===== src/upd_pkg.sv =====
// Shared types and constants for the URL path segment decoder.
`timescale 1ns / 1ps

package upd_pkg;

  // Depth of the queue between the classifying front and the result back.
  localparam int UPD_FIFO_DEPTH = 4;

  localparam int IN_DATA_W  = 8;
  localparam int OUT_DATA_W = 16;
  localparam int OUT_USER_W = 2;

  typedef enum logic [1:0] {
    KIND_BYTE = 2'd0,
    KIND_SEG  = 2'd1,
    KIND_END  = 2'd2
  } kind_t;

  typedef enum logic [2:0] {
    ERR_NONE     = 3'd0,
    ERR_NO_SLASH = 3'd1,
    ERR_RAW      = 3'd2,
    ERR_ESCAPE   = 3'd3,
    ERR_DECODED  = 3'd4,
    ERR_DOT      = 3'd5,
    ERR_UTF8     = 3'd6
  } err_t;

  // Everything one accepted item causes: an optional byte or segment end,
  // then an optional path end with its status.
  typedef struct packed {
    logic       has_first;
    kind_t      first_kind;
    logic [7:0] first_byte;
    logic       has_end;
    logic       end_ok;
    err_t       end_err;
  } rec_t;

  // One result on the output channel.
  typedef struct packed {
    kind_t      kind;
    logic [7:0] data;
    logic       ok;
    err_t       err;
    logic       last;
  } res_t;

endpackage


===== src/url_path_segment_decoder.sv =====
// Top level of the URL path segment decoder: front, queue and back joined.
`timescale 1ns / 1ps

// The block takes a request path one raw byte per item on the slave stream
// (s_tdata holds the byte, s_tlast marks the last item of a path, s_tuser
// marks an item that carries no byte and ends an empty path). It returns
// decoded bytes, segment-end marks and one path-end status item per path on
// the master stream; m_tlast marks the last result that one input item caused.
// Every item is classified in the cycle it is accepted, so a byte is taken in
// every cycle while the queue has room; an item that causes two results (a byte
// or segment end followed by the path end) takes two transfers on the output.
// The first result of an item passes through the queue and then the output
// register before it shows on m_tvalid. A four-entry queue of result records
// separates the classifying front from the output register, so s_tready stays
// high while the receiver stalls until that queue fills.
// Reset clears the decoding state, the queue and the output valid flags; the
// block then waits for the leading slash of a new path. After every path end
// the decoding state returns to its reset values.
module url_path_segment_decoder #(
  parameter int FifoDepth = upd_pkg::UPD_FIFO_DEPTH
) (
  input  logic                          clk,
  input  logic                          rst,
  input  logic                          s_tvalid,
  output logic                          s_tready,
  input  logic [upd_pkg::IN_DATA_W-1:0] s_tdata,   // [7:0] path_byte
  input  logic                          s_tlast,   // end_of_path
  input  logic                          s_tuser,   // empty_path
  output logic                          m_tvalid,
  input  logic                          m_tready,
  output logic [upd_pkg::OUT_DATA_W-1:0] m_tdata,  // [7:0] out_byte, [8] path_ok,
                                                   // [11:9] error_code, [15:12] zero
  output logic                          m_tlast,   // last_result
  output logic [upd_pkg::OUT_USER_W-1:0] m_tuser   // [1:0] out_kind
);
  import upd_pkg::*;

  rec_t push_rec;
  rec_t pop_rec;
  logic q_push;
  logic q_pop;
  logic q_full;
  logic q_empty;
  res_t res;

  upd_front u_front (
    .clk      (clk),
    .rst      (rst),
    .s_tvalid (s_tvalid),
    .s_tready (s_tready),
    .s_tdata  (s_tdata),
    .s_tlast  (s_tlast),
    .s_tuser  (s_tuser),
    .q_full   (q_full),
    .q_push   (q_push),
    .q_rec    (push_rec)
  );

  upd_fifo #(
    .Depth (FifoDepth)
  ) u_fifo (
    .clk    (clk),
    .rst    (rst),
    .push   (q_push),
    .wr_rec (push_rec),
    .pop    (q_pop),
    .rd_rec (pop_rec),
    .full   (q_full),
    .empty  (q_empty)
  );

  upd_back u_back (
    .clk      (clk),
    .rst      (rst),
    .q_rec    (pop_rec),
    .q_empty  (q_empty),
    .q_pop    (q_pop),
    .m_tvalid (m_tvalid),
    .m_tready (m_tready),
    .res      (res)
  );

  // Results are packed with the byte lowest, then the status bit and code.
  assign m_tdata = {4'b0000, res.err, res.ok, res.data};
  assign m_tuser = res.kind;
  assign m_tlast = res.last;

endmodule


===== src/upd_front.sv =====
// Front end: accepts raw path bytes, runs the decoding checks and queues results.
`timescale 1ns / 1ps

module upd_front (
  input  logic             clk,
  input  logic             rst,
  input  logic             s_tvalid,
  output logic             s_tready,
  input  logic [7:0]       s_tdata,
  input  logic             s_tlast,
  input  logic             s_tuser,
  input  logic             q_full,
  output logic             q_push,
  output upd_pkg::rec_t    q_rec
);
  import upd_pkg::*;

  typedef enum logic [1:0] {
    ESC_NONE = 2'd0,
    ESC_HIGH = 2'd1,
    ESC_LOW  = 2'd2
  } esc_t;

  typedef enum logic [1:0] {
    DOT_EMPTY = 2'd0,
    DOT_ONE   = 2'd1,
    DOT_TWO   = 2'd2,
    DOT_OTHER = 2'd3
  } dot_t;

  // Range allowed for the next UTF-8 continuation byte.
  typedef enum logic [2:0] {
    RNG_ANY   = 3'd0,
    RNG_A0_BF = 3'd1,
    RNG_80_9F = 3'd2,
    RNG_90_BF = 3'd3,
    RNG_80_8F = 3'd4
  } rng_t;

  localparam logic [7:0] CHAR_SLASH     = 8'h2F;
  localparam logic [7:0] CHAR_BACKSLASH = 8'h5C;
  localparam logic [7:0] CHAR_PERCENT   = 8'h25;
  localparam logic [7:0] CHAR_QUESTION  = 8'h3F;
  localparam logic [7:0] CHAR_HASH      = 8'h23;
  localparam logic [7:0] CHAR_DOT       = 8'h2E;
  localparam logic [7:0] CHAR_DEL       = 8'h7F;
  localparam logic [7:0] CHAR_SPACE     = 8'h20;
  localparam logic [7:0] CHAR_BANG      = 8'h21;

  logic       started,        started_next;
  esc_t       escape_phase,   escape_phase_next;
  logic [3:0] high_nibble,    high_nibble_next;
  dot_t       dot_status,     dot_status_next;
  logic [1:0] utf8_remaining, utf8_remaining_next;
  rng_t       utf8_range,     utf8_range_next;
  err_t       first_error,    first_error_next;

  logic accept;

  // Bit 4 set means the byte is not a hex digit.
  function automatic logic [4:0] hex_decode(input logic [7:0] b);
    logic [4:0] r;
    r = 5'h10;
    if (b >= 8'h30 && b <= 8'h39) r = {1'b0, 4'(b - 8'h30)};
    else if (b >= 8'h61 && b <= 8'h66) r = {1'b0, 4'(b - 8'h57)};
    else if (b >= 8'h41 && b <= 8'h46) r = {1'b0, 4'(b - 8'h37)};
    return r;
  endfunction

  // Checks that close a segment; gives the error found or none.
  function automatic err_t close_check(input esc_t esc, input dot_t dot,
                                       input logic [1:0] rem);
    err_t r;
    r = ERR_NONE;
    if (esc != ESC_NONE) r = ERR_ESCAPE;
    else if (dot == DOT_ONE || dot == DOT_TWO) r = ERR_DOT;
    else if (rem != 2'd0) r = ERR_UTF8;
    return r;
  endfunction

  assign s_tready = !q_full;
  assign accept   = s_tvalid && s_tready;

  always_comb begin : step_logic
    logic [4:0] hx;
    logic [7:0] d;
    logic       take;
    logic       bad;
    logic [7:0] lo;
    logic [7:0] hi;
    err_t       c;

    started_next        = started;
    escape_phase_next   = escape_phase;
    high_nibble_next    = high_nibble;
    dot_status_next     = dot_status;
    utf8_remaining_next = utf8_remaining;
    utf8_range_next     = utf8_range;
    first_error_next    = first_error;
    q_rec               = '0;
    hx                  = hex_decode(s_tdata);
    d                   = s_tdata;
    take                = 1'b0;
    bad                 = 1'b0;
    lo                  = 8'h80;
    hi                  = 8'hBF;
    c                   = ERR_NONE;

    if (!s_tuser && first_error == ERR_NONE) begin
      if (!started) begin
        if (s_tdata == CHAR_SLASH) started_next = 1'b1;
        else first_error_next = ERR_NO_SLASH;
      end else if (escape_phase != ESC_NONE) begin
        if (hx[4]) begin
          first_error_next = ERR_ESCAPE;
        end else if (escape_phase == ESC_HIGH) begin
          high_nibble_next  = hx[3:0];
          escape_phase_next = ESC_LOW;
        end else begin
          escape_phase_next = ESC_NONE;
          d = {high_nibble, hx[3:0]};
          if (d < CHAR_SPACE || d == CHAR_DEL || d == CHAR_SLASH || d == CHAR_BACKSLASH)
            first_error_next = ERR_DECODED;
          else
            take = 1'b1;
        end
      end else if (s_tdata == CHAR_SLASH) begin
        c = close_check(escape_phase, dot_status, utf8_remaining);
        if (c != ERR_NONE) begin
          first_error_next = c;
        end else begin
          dot_status_next  = DOT_EMPTY;
          utf8_range_next  = RNG_ANY;
          q_rec.has_first  = 1'b1;
          q_rec.first_kind = KIND_SEG;
        end
      end else if (s_tdata < CHAR_BANG || s_tdata >= CHAR_DEL || s_tdata == CHAR_QUESTION ||
                   s_tdata == CHAR_HASH || s_tdata == CHAR_BACKSLASH) begin
        first_error_next = ERR_RAW;
      end else if (s_tdata == CHAR_PERCENT) begin
        escape_phase_next = ESC_HIGH;
      end else begin
        take = 1'b1;
      end
    end

    // A decoded byte goes through the UTF-8 and dot-segment tracking.
    if (take) begin
      if (utf8_remaining != 2'd0) begin
        unique case (utf8_range)
          RNG_A0_BF: lo = 8'hA0;
          RNG_80_9F: hi = 8'h9F;
          RNG_90_BF: lo = 8'h90;
          RNG_80_8F: hi = 8'h8F;
          default: ;
        endcase
        if (d < lo || d > hi) begin
          bad = 1'b1;
        end else begin
          utf8_range_next     = RNG_ANY;
          utf8_remaining_next = utf8_remaining - 2'd1;
        end
      end else begin
        utf8_range_next = RNG_ANY;
        if (d < 8'h80) begin
          bad = 1'b0;
        end else if (d >= 8'hC2 && d <= 8'hDF) begin
          utf8_remaining_next = 2'd1;
        end else if (d >= 8'hE0 && d <= 8'hEF) begin
          utf8_remaining_next = 2'd2;
          if (d == 8'hE0) utf8_range_next = RNG_A0_BF;
          else if (d == 8'hED) utf8_range_next = RNG_80_9F;
        end else if (d >= 8'hF0 && d <= 8'hF4) begin
          utf8_remaining_next = 2'd3;
          if (d == 8'hF0) utf8_range_next = RNG_90_BF;
          else if (d == 8'hF4) utf8_range_next = RNG_80_8F;
        end else begin
          bad = 1'b1;
        end
      end
      if (bad) begin
        first_error_next = ERR_UTF8;
      end else begin
        if (d == CHAR_DOT && dot_status == DOT_EMPTY) dot_status_next = DOT_ONE;
        else if (d == CHAR_DOT && dot_status == DOT_ONE) dot_status_next = DOT_TWO;
        else dot_status_next = DOT_OTHER;
        q_rec.has_first  = 1'b1;
        q_rec.first_kind = KIND_BYTE;
        q_rec.first_byte = d;
      end
    end

    // Path end closes the final segment and returns everything to reset.
    if (s_tuser || s_tlast) begin
      if (first_error_next == ERR_NONE) begin
        if (!started_next) begin
          first_error_next = ERR_NO_SLASH;
        end else begin
          c = close_check(escape_phase_next, dot_status_next, utf8_remaining_next);
          if (c != ERR_NONE) first_error_next = c;
        end
      end
      q_rec.has_end       = 1'b1;
      q_rec.end_ok        = (first_error_next == ERR_NONE);
      q_rec.end_err       = first_error_next;
      started_next        = 1'b0;
      escape_phase_next   = ESC_NONE;
      high_nibble_next    = 4'd0;
      dot_status_next     = DOT_EMPTY;
      utf8_remaining_next = 2'd0;
      utf8_range_next     = RNG_ANY;
      first_error_next    = ERR_NONE;
    end
  end

  assign q_push = accept && (q_rec.has_first || q_rec.has_end);

  always_ff @(posedge clk) begin
    if (rst) begin
      started        <= 1'b0;
      escape_phase   <= ESC_NONE;
      high_nibble    <= 4'd0;
      dot_status     <= DOT_EMPTY;
      utf8_remaining <= 2'd0;
      utf8_range     <= RNG_ANY;
      first_error    <= ERR_NONE;
    end else if (accept) begin
      started        <= started_next;
      escape_phase   <= escape_phase_next;
      high_nibble    <= high_nibble_next;
      dot_status     <= dot_status_next;
      utf8_remaining <= utf8_remaining_next;
      utf8_range     <= utf8_range_next;
      first_error    <= first_error_next;
    end
  end

endmodule


===== src/upd_fifo.sv =====
// Short queue of per-item result records between the front and the back.
`timescale 1ns / 1ps

module upd_fifo #(
  parameter int Depth = upd_pkg::UPD_FIFO_DEPTH
) (
  input  logic          clk,
  input  logic          rst,
  input  logic          push,
  input  upd_pkg::rec_t wr_rec,
  input  logic          pop,
  output upd_pkg::rec_t rd_rec,
  output logic          full,
  output logic          empty
);
  import upd_pkg::*;

  localparam int PtrW = (Depth > 1) ? $clog2(Depth) : 1;
  localparam int CntW = $clog2(Depth + 1);
  localparam logic [PtrW-1:0] LastPtr = PtrW'(Depth - 1);
  localparam logic [CntW-1:0] FullCnt = CntW'(Depth);

  rec_t            entries [Depth];
  logic [PtrW-1:0] wr_ptr;
  logic [PtrW-1:0] rd_ptr;
  logic [CntW-1:0] count;

  assign full   = (count == FullCnt);
  assign empty  = (count == '0);
  assign rd_rec = entries[rd_ptr];

  always_ff @(posedge clk) begin
    if (push) entries[wr_ptr] <= wr_rec;
  end

  always_ff @(posedge clk) begin
    if (rst) begin
      wr_ptr <= '0;
      rd_ptr <= '0;
      count  <= '0;
    end else begin
      if (push) wr_ptr <= (wr_ptr == LastPtr) ? '0 : wr_ptr + 1'b1;
      if (pop)  rd_ptr <= (rd_ptr == LastPtr) ? '0 : rd_ptr + 1'b1;
      if (push && !pop)      count <= count + 1'b1;
      else if (pop && !push) count <= count - 1'b1;
    end
  end

  a_no_overflow: assert property (@(posedge clk) disable iff (rst)
    full && !pop |-> !push) else $error("queue written while full");

  a_no_underflow: assert property (@(posedge clk) disable iff (rst)
    empty |-> !pop) else $error("queue read while empty");

endmodule


===== src/upd_back.sv =====
// Back end: turns queued records into results behind an output register.
`timescale 1ns / 1ps

module upd_back (
  input  logic          clk,
  input  logic          rst,
  input  upd_pkg::rec_t q_rec,
  input  logic          q_empty,
  output logic          q_pop,
  output logic          m_tvalid,
  input  logic          m_tready,
  output upd_pkg::res_t res
);
  import upd_pkg::*;

  logic out_valid;
  logic pend_valid;
  res_t pend;
  res_t first_res;
  res_t end_res;
  logic out_free;

  assign out_free = !out_valid || m_tready;
  assign q_pop    = out_free && !pend_valid && !q_empty;
  assign m_tvalid = out_valid;

  always_comb begin
    end_res.kind = KIND_END;
    end_res.data = 8'd0;
    end_res.ok   = q_rec.end_ok;
    end_res.err  = q_rec.end_err;
    end_res.last = 1'b1;
    if (q_rec.has_first) begin
      first_res.kind = q_rec.first_kind;
      first_res.data = q_rec.first_byte;
      first_res.ok   = 1'b0;
      first_res.err  = ERR_NONE;
      first_res.last = !q_rec.has_end;
    end else begin
      first_res = end_res;
    end
  end

  always_ff @(posedge clk) begin
    if (rst) begin
      out_valid  <= 1'b0;
      pend_valid <= 1'b0;
    end else if (out_free) begin
      if (pend_valid) begin
        out_valid  <= 1'b1;
        pend_valid <= 1'b0;
      end else begin
        out_valid  <= !q_empty;
        pend_valid <= !q_empty && q_rec.has_first && q_rec.has_end;
      end
    end
  end

  always_ff @(posedge clk) begin
    if (out_free) begin
      if (pend_valid) begin
        res <= pend;
      end else if (!q_empty) begin
        res  <= first_res;
        pend <= end_res;
      end
    end
  end

  a_pend_behind_out: assert property (@(posedge clk) disable iff (rst)
    pend_valid |-> out_valid) else $error("pending path end without a shown result");

  a_end_is_last: assert property (@(posedge clk) disable iff (rst)
    out_valid && res.kind == KIND_END |-> res.last) else $error("path end not marked last");

  a_status_only_at_end: assert property (@(posedge clk) disable iff (rst)
    out_valid && res.kind != KIND_END |-> !res.ok && res.err == ERR_NONE)
    else $error("status on a result that is not a path end");

  a_pend_follows: assert property (@(posedge clk) disable iff (rst)
    out_valid && pend_valid |-> !res.last) else $error("result before path end marked last");

endmodule

===== config.mk =====
export PLATFORM = sky130hd
export DESIGN_NAME = url_path_segment_decoder
export DESIGN_NICKNAME = d
export VERILOG_FILES = /design/src/upd_pkg.sv /design/src/url_path_segment_decoder.sv /design/src/upd_front.sv /design/src/upd_fifo.sv /design/src/upd_back.sv
export SDC_FILE = /design/constraint.sdc
export NUM_CORES = 1
export LEC_CHECK = 0
export BUFFER_PORTS_ARGS = -buffer_cell sky130_fd_sc_hd__buf_2
export CORE_MARGIN = 2
export CORE_UTILIZATION = 50
export DETAILED_ROUTE_END_ITERATION = 10
export MAX_ROUTING_LAYER = met4
export PLACE_DENSITY = 0.68
export RECOVER_POWER = 50
export SLEW_MARGIN = 5
export SYNTH_ARGS = -nofsm -noshare
export SYNTH_HDL_FRONTEND = slang
export SYNTH_SLANG_ARGS = --single-unit
export TNS_END_PERCENT = 5

===== constraint.sdc =====
create_clock -name clk -period 5.77 [get_ports clk]
set_input_delay 0.2885 -clock clk [delete_from_list [all_inputs] [get_ports clk]]
set_output_delay 0.2885 -clock clk [all_outputs]
set_load 0.02 [all_outputs]

==> results of run 1 <==
==> per-layer routing <==
| metal | wire (um) | global-route usage | vias up |
|---|---|---|---|
| met3 | 739 | 0.0385 | 20 |
| met2 | 5640 | 0.350 | 143 |
| met5 | 0 | - | - |
| li1 | - | - | 1950 |
| met4 | 220 | 0.0787 | 0 |
| met1 | 5070 | 0.273 | 1905 |
==> final timing paths <==
| check | to | slack (ns) | cells past startpoint | from |
|---|---|---|---|---|
| hold reg to reg | u_front.dot_status[1] | 0.51 | 2 | u_front.dot_status[1] |
| hold / removal | u_back.pend_valid | 0.21 | 4 | m_tready |
| setup / recovery | u_fifo.count[2] | 0.41 | 19 | u_front.first_error[2] |
| setup reg to reg | u_fifo.count[2] | 0.41 | 19 | u_front.first_error[2] |
==> cell families after synthesis <==
| family | synth area share |
|---|---|
| simple gates | 0.183 |
| fa+ha+maj | 0.0416 |
| compound gates | 0.137 |
| xor+xnor | 0.0125 |
| flops | 0.524 |
| buf+inv | 0.0329 |
| other cells | 0.000670 |
| mux | 0.0682 |
==> synth_stat cells, types with 7 or more instances <==
library cell / n / area share
sky130_fd_sc_hd__edfxtp_1: 79 / 0.42
sky130_fd_sc_hd__nand3_1: 11 / 0.0098
sky130_fd_sc_hd__a21oi_1: 32 / 0.029
sky130_fd_sc_hd__nand2_1: 32 / 0.021
sky130_fd_sc_hd__nand2b_1: 8 / 0.0089
sky130_fd_sc_hd__nor3_1: 13 / 0.012
sky130_fd_sc_hd__a22oi_1: 9 / 0.012
sky130_fd_sc_hd__ha_1: 17 / 0.038
sky130_fd_sc_hd__mux4_2: 14 / 0.056
sky130_fd_sc_hd__o21ai_0: 21 / 0.019
sky130_fd_sc_hd__clkbuf_1: 17 / 0.011
sky130_fd_sc_hd__nor2_1: 60 / 0.040
sky130_fd_sc_hd__inv_1: 14 / 0.0094
sky130_fd_sc_hd__dfxtp_1: 28 / 0.10
sky130_fd_sc_hd__nor2b_1: 16 / 0.018
sky130_fd_sc_hd__nor4_1: 7 / 0.0078
sky130_fd_sc_hd__nand3b_1: 7 / 0.0094
sky130_fd_sc_hd__and2_1: 8 / 0.0089
sky130_fd_sc_hd__a211oi_1: 8 / 0.011
==> per-stage QoR <==
| stage | hold slack, ns | cells |
|---|---|---|
| global route | 0.226 | 677 |
| CTS | 0.186 | 677 |
| floorplan | 0.473 | 511 |
| detailed placement | 0.508 | 661 |
| finish | 0.212 | 677 |
| global placement | 0.486 | 661 |
==> power by group <==
part,internal (mW),switching (mW)
logic,0.193,0.304
registers,0.976,0.0803
clock network,0.217,0.265
==> state kept, by name (all words and copies together), names as in the netlist, named ones only <==
signal	count
u_front.escape_phase	2
u_front.utf8_range	3
u_front.first_error	3
u_front.utf8_remaining	2
u_back.res	15
u_front.high_nibble	4
u_back.pend_valid	1
u_front.dot_status	2
u_back.pend	4
u_fifo.entries	60
u_fifo.wr_ptr	2
u_fifo.rd_ptr	2
u_front.started	1
u_fifo.count	3
u_back.m_tvalid	1
==> critical path: stages, from the launching register on <==
cell	delay [ns]
sky130_fd_sc_hd__dfxtp_1	0.35
sky130_fd_sc_hd__nor4_2	0.53
sky130_fd_sc_hd__and3_1	0.47
sky130_fd_sc_hd__nand3_1	0.19
sky130_fd_sc_hd__nand2_1	0.13
sky130_fd_sc_hd__ha_1	0.20
sky130_fd_sc_hd__or4bb_1	0.15
sky130_fd_sc_hd__o22ai_1	0.07
sky130_fd_sc_hd__or3_1	0.30
sky130_fd_sc_hd__o22ai_1	0.29
sky130_fd_sc_hd__nand3_1	0.16
sky130_fd_sc_hd__o21a_1	0.25
sky130_fd_sc_hd__a221o_2	0.49
sky130_fd_sc_hd__a31oi_2	0.34
sky130_fd_sc_hd__ha_1	0.25
sky130_fd_sc_hd__inv_1	0.07
sky130_fd_sc_hd__fa_1	0.43
sky130_fd_sc_hd__xor2_1	0.18
sky130_fd_sc_hd__or3_1	0.30
sky130_fd_sc_hd__a21oi_1	0.13
==> layout by cell type (no fill, tap or decap), drive strengths merged, types with 14 or more instances in the layout <==
master,synthesis,routed
a21oi,33,33
buf,10,18
clkbuf,17,30
dfxtp,28,28
edfxtp,79,79
ha,17,17
inv,14,18
mux4,14,14
nand2,32,32
nor2,60,60
nor2b,16,16
o21ai,24,24
==> area by class of cell <==
cell class / count / area share
Inverter: 15 / 0.00931
Timing Repair Buffer: 37 / 0.0292
Sequential cell: 107 / 0.485
Tap cell: 140 / 0.0290
Multi-Input combinational cell: 362 / 0.412
Clock inverter: 5 / 0.00724
Clock buffer: 11 / 0.0288
==> tab_implementation.tex, run 1 <==
\begin{tabular}{lr}
\hline
Metric & Value \\
\hline
\multicolumn{2}{l}{\textbf{Outcome}} \\
\quad Status & finished clean \\
\multicolumn{2}{l}{\textbf{Floorplanning}} \\
\quad Top-Level Pins & 35 \\
\quad Effective utilization at floorplan & 0.514 \\
\quad Total die area & 12,100 um\^{}2 \\
\quad Vertical die dimension & $\sim$110 um \\
\quad Core region area & 10,900 um\^{}2 \\
\quad Cell Rows & 38 \\
\quad Width of the chip & $\sim$110 um \\
\multicolumn{2}{l}{\textbf{Layout}} \\
\quad Final standard cell area without fillers & 6050 um\^{}2 \\
\quad Area occupied by registers & between 2000 and 3000 um\^{}2 \\
\quad Filler cells & 948 \\
\quad Area grow syn2layout & 8.10\% \\
\quad Final core utilization & 0.555 \\
\quad Layout cell share with drive strength beyond 1 & 0.121 \\
\quad Final Net Count & approximately 560 \\
\quad Antenna Cells & 0 \\
\quad Area of the multi-input gates & roughly 2500 um\^{}2 \\
\multicolumn{2}{l}{\textbf{Timing}} \\
\quad Worst clock skew & around 0.015 ns \\
\quad RSZ-0062 raised after global routing & no \\
\quad Number of pins with negative max-slew slack in the final report & 0 \\
\quad Maximum operating frequency & $\sim$0.19 GHz \\
\quad Minimum setup slack in the final design & just over 0.4 ns \\
\quad Worst max-slew margin expressed relative to the limit & 0.217 \\
\quad Fin Setup TNS & 0 ns \\
\quad Final Cycle Share & 0.928 \\
\quad Transition time of the tightest slew-check pin & 1.17 ns \\
\quad Post-route minimum period & 5.36 ns \\
\quad Hold Violations, Final & 0 \\
\quad Final count of negative-setup-slack endpoints & 0 \\
\multicolumn{2}{l}{\textbf{Critical path}} \\
\quad Maximum net fanout on the critical path & 15 \\
\quad Data arrival time of the critical path & around 5.7 ns \\
\quad Worst setup SP type & flip-flop \\
\quad Data required time of the worst path & a little over 6 ns \\
\quad Endpoint type of the worst setup path & flip-flop \\
\quad Crit Path Category & reg -> reg \\
\multicolumn{2}{l}{\textbf{Min path}} \\
\quad Path type of the worst min-delay path & in -> reg \\
\multicolumn{2}{l}{\textbf{Clock tree}} \\
\quad Clock insertion delay at the later pin of the skew report & $\sim$0.37 ns \\
\quad Cell at the root of the clock tree & sky130\_fd\_sc\_hd\_\_clkbuf\_8 \\
\quad Clock transition at the registers of the reported paths & roughly 0.10 ns \\
\quad H-tree lvl count & 3 \\
\quad Number of gates resized after cts & 0 \\
\quad Clock tree from TritonCTS & yes \\
\quad Clock Sink Count & 107 \\
\quad Setup repair bufs after CTS & 0 \\
\quad Num CTS Buffers & 9 \\
\quad Maximum buffer depth of the clock tree & 2 \\
\quad Number of hold-repair buffers added at the cts stage & 0 \\
\multicolumn{2}{l}{\textbf{Placement}} \\
\quad Post-detailed-placement cell area & roughly 5900 um\^{}2 \\
\quad HPWL reported at the end of detailed placement & 8300 um \\
\quad Worst-case setup slack after placement & about 0.13 ns \\
\quad Count of buffers from port buffering & 30 \\
\quad RePlAce Congestion & 0.931 \\
\multicolumn{2}{l}{\textbf{Flow run}} \\
\quad Max Cap Viol & 0 \\
\multicolumn{2}{l}{\textbf{Pwr}} \\
\quad Leakage power figure & 2.01 nW \\
\quad Peak ir drop on the vdd network & 0.000216 V \\
\quad Total power after layout & approximately 2.0 mW \\
\quad Power density over the cells & 337 nW/um\^{}2 \\
\multicolumn{2}{l}{\textbf{Route}} \\
\quad Remaining design rule violation count & 0 \\
\quad Sum of routed wire length over all layers & 11,700 um \\
\quad DR vias/cell & about 6 \\
\quad Number of iterations in the first detailed-routing pass & 6 \\
\quad Count of vias placed by the detailed router & $\sim$4,000 \\
\quad DRC violation total after the first TritonRoute iteration & approximately 420 \\
\quad Number of antenna-violating nets in the routed design & 0 \\
\quad Post-detailed-route wirelength per cell & $\sim$17 um \\
\multicolumn{2}{l}{\textbf{Synth}} \\
\quad Most common flop cell mapped by yosys & sky130\_fd\_sc\_hd\_\_edfxtp\_1 \\
\quad Async set-or-reset flop fraction in the synthesized netlist & 0 \\
\quad Count of state elements after synthesis & about 110 \\
\quad Synthesized cell area & between 5000 and 6000 um\^{}2 \\
\quad Number of unique standard cell types used by synthesis & between 70 and 80 \\
\quad Post-synthesis instance total & approximately 510 \\
\quad Syn\_area\_per\_cell & 11.0 um\^{}2 \\
\quad Number of enable flip-flop cells after synthesis & approximately 80 \\
\quad Number of warning messages in the yosys log & 0 \\
\quad Register area share after synthesis & 0.524 \\
\multicolumn{2}{l}{\textbf{GRT}} \\
\quad Number of global-route vias before repair & about 3,800 \\
\quad Total track usage & 0.216 \\
\quad Antenna violations before repair & 0 \\
\quad Global-route wire length before repair & 19,100 um \\
\quad Pin count of the biggest net entering global routing & 27 \\
\quad Remaining global-route overflow & 0 \\
\hline
\end{tabular}
(Power assumes the default switching activity.)
==> run 2: changes to the inputs <==
--- a/config.mk
+++ b/config.mk
@@ -5,14 +5,13 @@
 export SDC_FILE = /design/constraint.sdc
 export NUM_CORES = 1
 export LEC_CHECK = 0
-export BUFFER_PORTS_ARGS = -buffer_cell sky130_fd_sc_hd__buf_2
 export CORE_MARGIN = 2
 export CORE_UTILIZATION = 50
 export DETAILED_ROUTE_END_ITERATION = 10
+export DONT_BUFFER_PORTS = 1
 export MAX_ROUTING_LAYER = met4
-export PLACE_DENSITY = 0.68
 export RECOVER_POWER = 50
-export SLEW_MARGIN = 5
+export SLEW_MARGIN = 0
 export SYNTH_ARGS = -nofsm -noshare
 export SYNTH_HDL_FRONTEND = slang
 export SYNTH_SLANG_ARGS = --single-unit
==> run 2 against run 1 <==
Net effect: die area unchanged; clock-buffer cell count unchanged; critical path depth unchanged; combinational power decreased by 20%; cell area decreased by 2.3%; critical path type unchanged; largest cell class unchanged.
==> tab_implementation.tex, run 2 (synthesis results as in run 1) <==
\begin{tabular}{lr}
\hline
Metric & Value \\
\hline
\multicolumn{2}{l}{\textbf{Outcome}} \\
\quad Status & finished clean \\
\multicolumn{2}{l}{\textbf{Critical path}} \\
\quad Maximum net fanout on the critical path & 15 \\
\quad Sum of buffers and inverters on the critical path & 1 \\
\quad CP max-delay cell & sky130\_fd\_sc\_hd\_\_nor4\_2 \\
\quad Data required time of the worst path & about 6 ns \\
\quad Crit path max-delay family & simple AND/OR/NAND/NOR gates \\
\quad Series of cell instances along the critical path & nor4\_2 -> and3\_1 -> nand3\_1 -> nand2\_1 -> ha\_1 -> or4bb\_1 -> o22ai\_1 -> or3\_1 -> o22ai\_1 -> nand3\_1 -> o21a\_1 -> a221o\_2 -> a31oi\_2 -> ha\_1 -> inv\_1 -> fa\_1 -> xor2\_1 -> or3\_1 -> a21oi\_1 \\
\quad Crit Path Category & reg -> reg \\
\quad Endpoint type of the worst setup path & flip-flop \\
\quad Origin of the critical flop-to-flop path & u\_front.first\_error[2] \\
\quad Data arrival time of the critical path & roughly 5.7 ns \\
\quad Worst setup SP type & flip-flop \\
\quad Crit path largest cell delay & about 0.53 ns \\
\quad First element of the critical path & u\_front.first\_error[2] \\
\multicolumn{2}{l}{\textbf{Layout}} \\
\quad Filler cells & about 930 \\
\quad Biggest register & u\_fifo.entries \\
\quad Most common library cell in the layout ignoring fill and taps & sky130\_fd\_sc\_hd\_\_edfxtp\_1 \\
\quad Top library cells by usage in the layout, fill and taps aside & sky130\_fd\_sc\_hd\_\_edfxtp\_1, sky130\_fd\_sc\_hd\_\_nor2\_1, sky130\_fd\_sc\_hd\_\_nand2\_1, sky130\_fd\_sc\_hd\_\_a21oi\_1, sky130\_fd\_sc\_hd\_\_dfxtp\_1 \\
\quad Antenna Cells & 0 \\
\quad Final Net Count & around 530 \\
\quad Area grow syn2layout & 5.59\% \\
\quad Max FFs per register & 60 \\
\quad Layout cell share with drive strength beyond 1 & 0.103 \\
\quad Regs by FF count & u\_fifo.entries: 60 flops, u\_back.res: 15 flops \\
\multicolumn{2}{l}{\textbf{Route}} \\
\quad Number of antenna-violating nets in the routed design & 0 \\
\quad Sum of routed wire length over all layers & approximately 12,000 um \\
\quad Number of iterations in the first detailed-routing pass & 5 \\
\quad DRC violation total after the first TritonRoute iteration & around 320 \\
\quad Remaining design rule violation count & 0 \\
\quad Post-detailed-route wirelength per cell & between 15 and 20 um \\
\quad DR vias/cell & roughly 6 \\
\quad Count of vias placed by the detailed router & 3,903 \\
\multicolumn{2}{l}{\textbf{Clock tree}} \\
\quad Clock insertion delay at the later pin of the skew report & roughly 0.37 ns \\
\quad Number of hold-repair buffers added at the cts stage & 1 \\
\quad Num CTS Buffers & 9 \\
\quad Number of gates resized after cts & 0 \\
\quad H-tree lvl count & 3 \\
\quad Clock transition at the registers of the reported paths & 0.10 ns \\
\quad Clock tree from TritonCTS & yes \\
\quad Setup repair bufs after CTS & 0 \\
\quad Cell at the root of the clock tree & sky130\_fd\_sc\_hd\_\_clkbuf\_8 \\
\quad Clock Sink Count & $\sim$110 \\
\quad Maximum buffer depth of the clock tree & 2 \\
\multicolumn{2}{l}{\textbf{Timing}} \\
\quad Final Cycle Share & 0.933 \\
\quad Maximum operating frequency & 0.186 GHz \\
\quad Final count of negative-setup-slack endpoints & 0 \\
\quad Number of pins with negative max-slew slack in the final report & 0 \\
\quad Post-route minimum period & about 5.4 ns \\
\quad Fin Setup TNS & 0 ns \\
\quad RSZ-0062 raised after global routing & no \\
\quad Worst clock skew & around 0.015 ns \\
\quad Transition time of the tightest slew-check pin & about 1.2 ns \\
\quad Worst max-slew margin expressed relative to the limit & 0.216 \\
\quad Hold Violations, Final & 0 \\
\multicolumn{2}{l}{\textbf{Placement}} \\
\quad Count of buffers from port buffering & 0 \\
\quad RePlAce Congestion & about 0.88 \\
\quad HPWL reported at the end of detailed placement & slightly above 8000 um \\
\multicolumn{2}{l}{\textbf{GRT}} \\
\quad Remaining global-route overflow & 0 \\
\quad Number of global-route vias before repair & about 3,700 \\
\quad Total track usage & 0.215 \\
\quad Antenna violations before repair & 0 \\
\quad Pin count of the biggest net entering global routing & 27 \\
\quad Global-route wire length before repair & 19,000 um \\
\multicolumn{2}{l}{\textbf{Pwr}} \\
\quad Power density over the cells & approximately 330 nW/um\^{}2 \\
\quad Leakage power figure & $\sim$1.9 nW \\
\quad Total power after layout & $\sim$2.0 mW \\
\quad Peak ir drop on the vdd network & $\sim$0.00021 V \\
\multicolumn{2}{l}{\textbf{Min path}} \\
\quad Path type of the worst min-delay path & in -> reg \\
\quad Min-Delay Startpoint & m\_tready \\
\multicolumn{2}{l}{\textbf{Floorplanning}} \\
\quad Effective utilization at floorplan & 0.514 \\
\quad Cell Rows & 38 \\
\quad Top-Level Pins & 35 \\
\quad Total die area & 12,100 um\^{}2 \\
\quad Width of the chip & around 110 um \\
\quad Vertical die dimension & 110 um \\
\quad Core region area & $\sim$11,000 um\^{}2 \\
\multicolumn{2}{l}{\textbf{Flow run}} \\
\quad Max Cap Viol & 0 \\
\hline
\end{tabular}
-- run 2: worst register-to-register path, stage by stage (launching register included) --
cell and delay [ns]:
sky130_fd_sc_hd__dfxtp_1 0.35, sky130_fd_sc_hd__nor4_2 0.53, sky130_fd_sc_hd__and3_1 0.45, sky130_fd_sc_hd__nand3_1 0.19
sky130_fd_sc_hd__nand2_1 0.14, sky130_fd_sc_hd__ha_1 0.21, sky130_fd_sc_hd__or4bb_1 0.15, sky130_fd_sc_hd__o22ai_1 0.07
sky130_fd_sc_hd__or3_1 0.33, sky130_fd_sc_hd__o22ai_1 0.31, sky130_fd_sc_hd__nand3_1 0.15, sky130_fd_sc_hd__o21a_1 0.23
sky130_fd_sc_hd__a221o_2 0.49, sky130_fd_sc_hd__a31oi_2 0.35, sky130_fd_sc_hd__ha_1 0.25, sky130_fd_sc_hd__inv_1 0.07
sky130_fd_sc_hd__fa_1 0.42, sky130_fd_sc_hd__xor2_1 0.17, sky130_fd_sc_hd__or3_1 0.30, sky130_fd_sc_hd__a21oi_1 0.14
-- run 2: where the power goes --
group	internal, mW	switching [mW]
clock	0.200	0.258
sequential	0.982	0.134
combinational	0.171	0.228
-- run 2: final cells by class --
cell class                 count  area, um^2  share of cell area
sequential                   107        2930               0.497
multi-input combinational    362        2490               0.421
tap                          140         175              0.0297
clock buffer                  11         163              0.0275
inverter                      15        56.3             0.00953
timing repair buffer           7        51.3             0.00868
clock inverter                 5        40.0             0.00678
-- run 2: worst paths after layout --
kind                           end  cells past startpoint  slack [ns]
max                u_fifo.count[2]                     19        0.39
min              u_back.pend_valid                      3        0.14
max reg2reg        u_fifo.count[2]                     19        0.39
min reg2reg  u_front.dot_status[0]                      2        0.52
-- run 2: metrics by stage --
stage / cells / util / hold slack [ns] / worst slack (ns) / cell area, um^2
2_1_floorplan: 511 / - / 0.473 / 0.492 / 5610
3_3_place_gp: 630 / 0.523 / 0.363 / 0.515 / 5700
3_5_place_dp: 630 / 0.523 / 0.366 / 0.291 / 5700
4_1_cts: 647 / 0.543 / 0.123 / 0.432 / 5910
5_1_grt: 647 / 0.543 / 0.135 / 0.0230 / 5910
6_report: 647 / 0.543 / 0.143 / 0.385 / 5910
-- run 2: metal layers --
metal | up-vias | wire, um | GRT usage
li1 | 1889 | - | -
met1 | 1868 | 5360 | 0.281
met2 | 117 | 5480 | 0.330
met3 | 29 | 423 | 0.0368
met4 | 0 | 347 | 0.0986
met5 | - | 0 | -
==> run 3: changes to the inputs <==
--- a/config.mk
+++ b/config.mk
@@ -9,7 +9,6 @@
 export CORE_UTILIZATION = 50
 export DETAILED_ROUTE_END_ITERATION = 10
 export DONT_BUFFER_PORTS = 1
-export MAX_ROUTING_LAYER = met4
 export RECOVER_POWER = 50
 export SLEW_MARGIN = 0
 export SYNTH_ARGS = -nofsm -noshare
==> run 3 against run 2 <==
Net effect: worst setup slack better by 0.15 ns; fmax is 2.9% higher; via count about the same; global-route usage decreased by 0.31 points; cell area is 0.15% lower; sequential share of layout area grew 0.074 points; critical path type unchanged; highest routed layer unchanged.
==> tab_implementation.tex, run 3 (synthesis results as in run 1) <==
\begin{tabular}{lr}
\hline
Metric & Value \\
\hline
\multicolumn{2}{l}{\textbf{Floorplanning}} \\
\quad Effective utilization at floorplan & 0.514 \\
\quad Vertical die dimension & 110 um \\
\quad Width of the chip & 110 um \\
\quad Core region area & 10,900 um\^{}2 \\
\quad Total die area & 12,100 um\^{}2 \\
\quad Cell Rows & 38 \\
\quad Top-Level Pins & 35 \\
\multicolumn{2}{l}{\textbf{GRT}} \\
\quad Global-route wire length before repair & 19,500 um \\
\quad Pin count of the biggest net entering global routing & 27 \\
\quad Total track usage & 0.212 \\
\quad Remaining global-route overflow & 0 \\
\quad Number of global-route vias before repair & between 3,000 and 4,000 \\
\quad Antenna violations before repair & 0 \\
\multicolumn{2}{l}{\textbf{Layout}} \\
\quad Top library cells by usage in the layout, fill and taps aside & sky130\_fd\_sc\_hd\_\_edfxtp\_1, sky130\_fd\_sc\_hd\_\_nor2\_1, sky130\_fd\_sc\_hd\_\_nand2\_1, sky130\_fd\_sc\_hd\_\_a21oi\_1, sky130\_fd\_sc\_hd\_\_dfxtp\_1 \\
\quad Area grow syn2layout & 5.44\% \\
\quad Max FFs per register & 60 \\
\quad Final Net Count & approximately 530 \\
\quad Antenna Cells & 0 \\
\quad Most common library cell in the layout ignoring fill and taps & sky130\_fd\_sc\_hd\_\_edfxtp\_1 \\
\quad Regs by FF count & u\_fifo.entries: 60 flops, u\_back.res: 15 flops \\
\quad Final core utilization & 0.542 \\
\quad Biggest register & u\_fifo.entries \\
\quad Filler cells & 936 \\
\quad Layout cell share with drive strength beyond 1 & 0.101 \\
\multicolumn{2}{l}{\textbf{Placement}} \\
\quad HPWL reported at the end of detailed placement & 8390 um \\
\quad Count of buffers from port buffering & 0 \\
\quad RePlAce Congestion & around 0.90 \\
\quad Worst-case setup slack after placement & 0.301 ns \\
\multicolumn{2}{l}{\textbf{Critical path}} \\
\quad Sum of buffers and inverters on the critical path & 1 \\
\quad Data arrival time of the critical path & $\sim$5.5 ns \\
\quad Crit path max-delay family & simple AND/OR/NAND/NOR gates \\
\quad Crit Path Category & reg -> reg \\
\quad Data required time of the worst path & roughly 6 ns \\
\quad CP max-delay cell & sky130\_fd\_sc\_hd\_\_a221o\_2 \\
\quad Worst setup SP type & flip-flop \\
\quad Series of cell instances along the critical path & nor4\_4 -> and3\_1 -> nand3\_1 -> nand2\_1 -> ha\_1 -> or4bb\_1 -> o22ai\_1 -> or3\_1 -> o22ai\_1 -> nand3\_1 -> o21a\_1 -> a221o\_2 -> a31oi\_2 -> ha\_1 -> inv\_1 -> fa\_1 -> xor2\_1 -> or3\_1 -> a21oi\_1 \\
\quad Maximum net fanout on the critical path & 15 \\
\quad Endpoint type of the worst setup path & flip-flop \\
\quad Crit path largest cell delay & 0.49 ns \\
\multicolumn{2}{l}{\textbf{Timing}} \\
\quad Transition time of the tightest slew-check pin & around 1.1 ns \\
\quad Number of pins with negative max-slew slack in the final report & 0 \\
\quad RSZ-0062 raised after global routing & no \\
\quad Hold Violations, Final & 0 \\
\quad Maximum operating frequency & 0.191 GHz \\
\quad Post-route minimum period & around 5.2 ns \\
\quad Fin Setup TNS & 0 ns \\
\quad Final count of negative-setup-slack endpoints & 0 \\
\quad Worst clock skew & between 0.015 and 0.02 ns \\
\quad Worst max-slew margin expressed relative to the limit & 0.245 \\
\quad Minimum setup slack in the final design & approximately 0.54 ns \\
\quad Final Cycle Share & 0.907 \\
\multicolumn{2}{l}{\textbf{Route}} \\
\quad DR vias/cell & approximately 6.0 \\
\quad Post-detailed-route wirelength per cell & 18.2 um \\
\quad Count of vias placed by the detailed router & 3,906 \\
\quad Number of antenna-violating nets in the routed design & 0 \\
\quad Number of iterations in the first detailed-routing pass & 5 \\
\quad Sum of routed wire length over all layers & 11,800 um \\
\quad Remaining design rule violation count & 0 \\
\quad DRC violation total after the first TritonRoute iteration & 290 \\
\multicolumn{2}{l}{\textbf{Pwr}} \\
\quad Leakage power figure & about 1.9 nW \\
\quad Power density over the cells & 331 nW/um\^{}2 \\
\quad Total power after layout & about 2.0 mW \\
\quad Peak ir drop on the vdd network & 0.000163 V \\
\multicolumn{2}{l}{\textbf{Flow run}} \\
\quad Max Cap Viol & 0 \\
\multicolumn{2}{l}{\textbf{Outcome}} \\
\quad Status & finished clean \\
\multicolumn{2}{l}{\textbf{Clock tree}} \\
\quad Clock Sink Count & $\sim$110 \\
\quad Num CTS Buffers & 9 \\
\quad Clock tree from TritonCTS & yes \\
\quad H-tree lvl count & 3 \\
\quad Setup repair bufs after CTS & 0 \\
\quad Clock transition at the registers of the reported paths & around 0.11 ns \\
\quad Maximum buffer depth of the clock tree & 2 \\
\quad Clock insertion delay at the later pin of the skew report & about 0.37 ns \\
\quad Cell at the root of the clock tree & sky130\_fd\_sc\_hd\_\_clkbuf\_8 \\
\multicolumn{2}{l}{\textbf{Min path}} \\
\quad Path type of the worst min-delay path & in -> reg \\
\hline
\end{tabular}
-- run 3: cell count changes in the layout (fill, tap and decap cells not counted), sizes merged --
cell / previous run / this run
clkbuf: 12 / 11
inv: 17 / 16
clkinv: 3 / 5
-- run 3: where the power goes --
group / leakage, nW / total [mW] / switching, mW / internal (mW)
clock: 0.0945 / 0.436 / 0.269 / 0.167
combinational: 0.884 / 0.399 / 0.227 / 0.171
sequential: 0.948 / 1.12 / 0.135 / 0.982
total: 1.93 / 1.95 / 0.632 / 1.32
-- run 3: timing repair --
| item | CTS | global route |
|---|---|---|
| hold buffers | 1 | 0 |
| resized for setup | 0 | 1 |
| endpoints found under the setup margin | 0 | 1 |
| endpoints found under the hold margin | 28 | 0 |
-- run 3: routing by layer --
metal,vias to the layer above,share of wire,global-route usage
met5,-,0,0
li1,1894,-,-
met2,106,0.49,0.363
met4,0,0.012,0.0515
met3,12,0.042,0.0332
met1,1894,0.46,0.283
-- run 3: final cells by class --
class / instances / area (um^2) / share of cell area
Multi-Input combinational cell: 362 / 2500 / 0.423
Timing Repair Buffer: 7 / 51.3 / 0.00870
Sequential cell: 107 / 2930 / 0.497
Inverter: 15 / 56.3 / 0.00955
Clock inverter: 6 / 57.6 / 0.00976
Tap cell: 140 / 175 / 0.0297
Clock buffer: 10 / 128 / 0.0216
-- run 3: worst reg2reg max path, cell delays in order, from the launching register on --
cell and delay, ns:
sky130_fd_sc_hd__dfxtp_1 0.36, sky130_fd_sc_hd__nor4_4 0.42, sky130_fd_sc_hd__and3_1 0.44, sky130_fd_sc_hd__nand3_1 0.19, sky130_fd_sc_hd__nand2_1 0.14, sky130_fd_sc_hd__ha_1 0.20, sky130_fd_sc_hd__or4bb_1 0.15, sky130_fd_sc_hd__o22ai_1 0.08
sky130_fd_sc_hd__or3_1 0.31, sky130_fd_sc_hd__o22ai_1 0.30, sky130_fd_sc_hd__nand3_1 0.14, sky130_fd_sc_hd__o21a_1 0.23, sky130_fd_sc_hd__a221o_2 0.49, sky130_fd_sc_hd__a31oi_2 0.36, sky130_fd_sc_hd__ha_1 0.25, sky130_fd_sc_hd__inv_1 0.07
sky130_fd_sc_hd__fa_1 0.43, sky130_fd_sc_hd__xor2_1 0.17, sky130_fd_sc_hd__or3_1 0.30, sky130_fd_sc_hd__a21oi_1 0.14
-- run 3: final timing paths --
check / cells past startpoint / from / to / slack [ns]
worst max-delay path: 19 / u_front.first_error[2] / u_fifo.count[2] / 0.54
worst min-delay path: 3 / m_tready / u_back.m_tvalid / 0.16
worst max register to register: 19 / u_front.first_error[2] / u_fifo.count[2] / 0.54
worst min register to register: 2 / u_front.dot_status[1] / u_front.dot_status[1] / 0.52
-- run 3: stage by stage --
stage | area, um^2 | hold WS, ns | std cells
global placement | 5700 | 0.364 | 630
floorplan | 5610 | 0.473 | 511
finish | 5900 | 0.162 | 647
global route | 5900 | 0.153 | 647
detailed placement | 5700 | 0.367 | 630
CTS | 5890 | 0.147 | 647
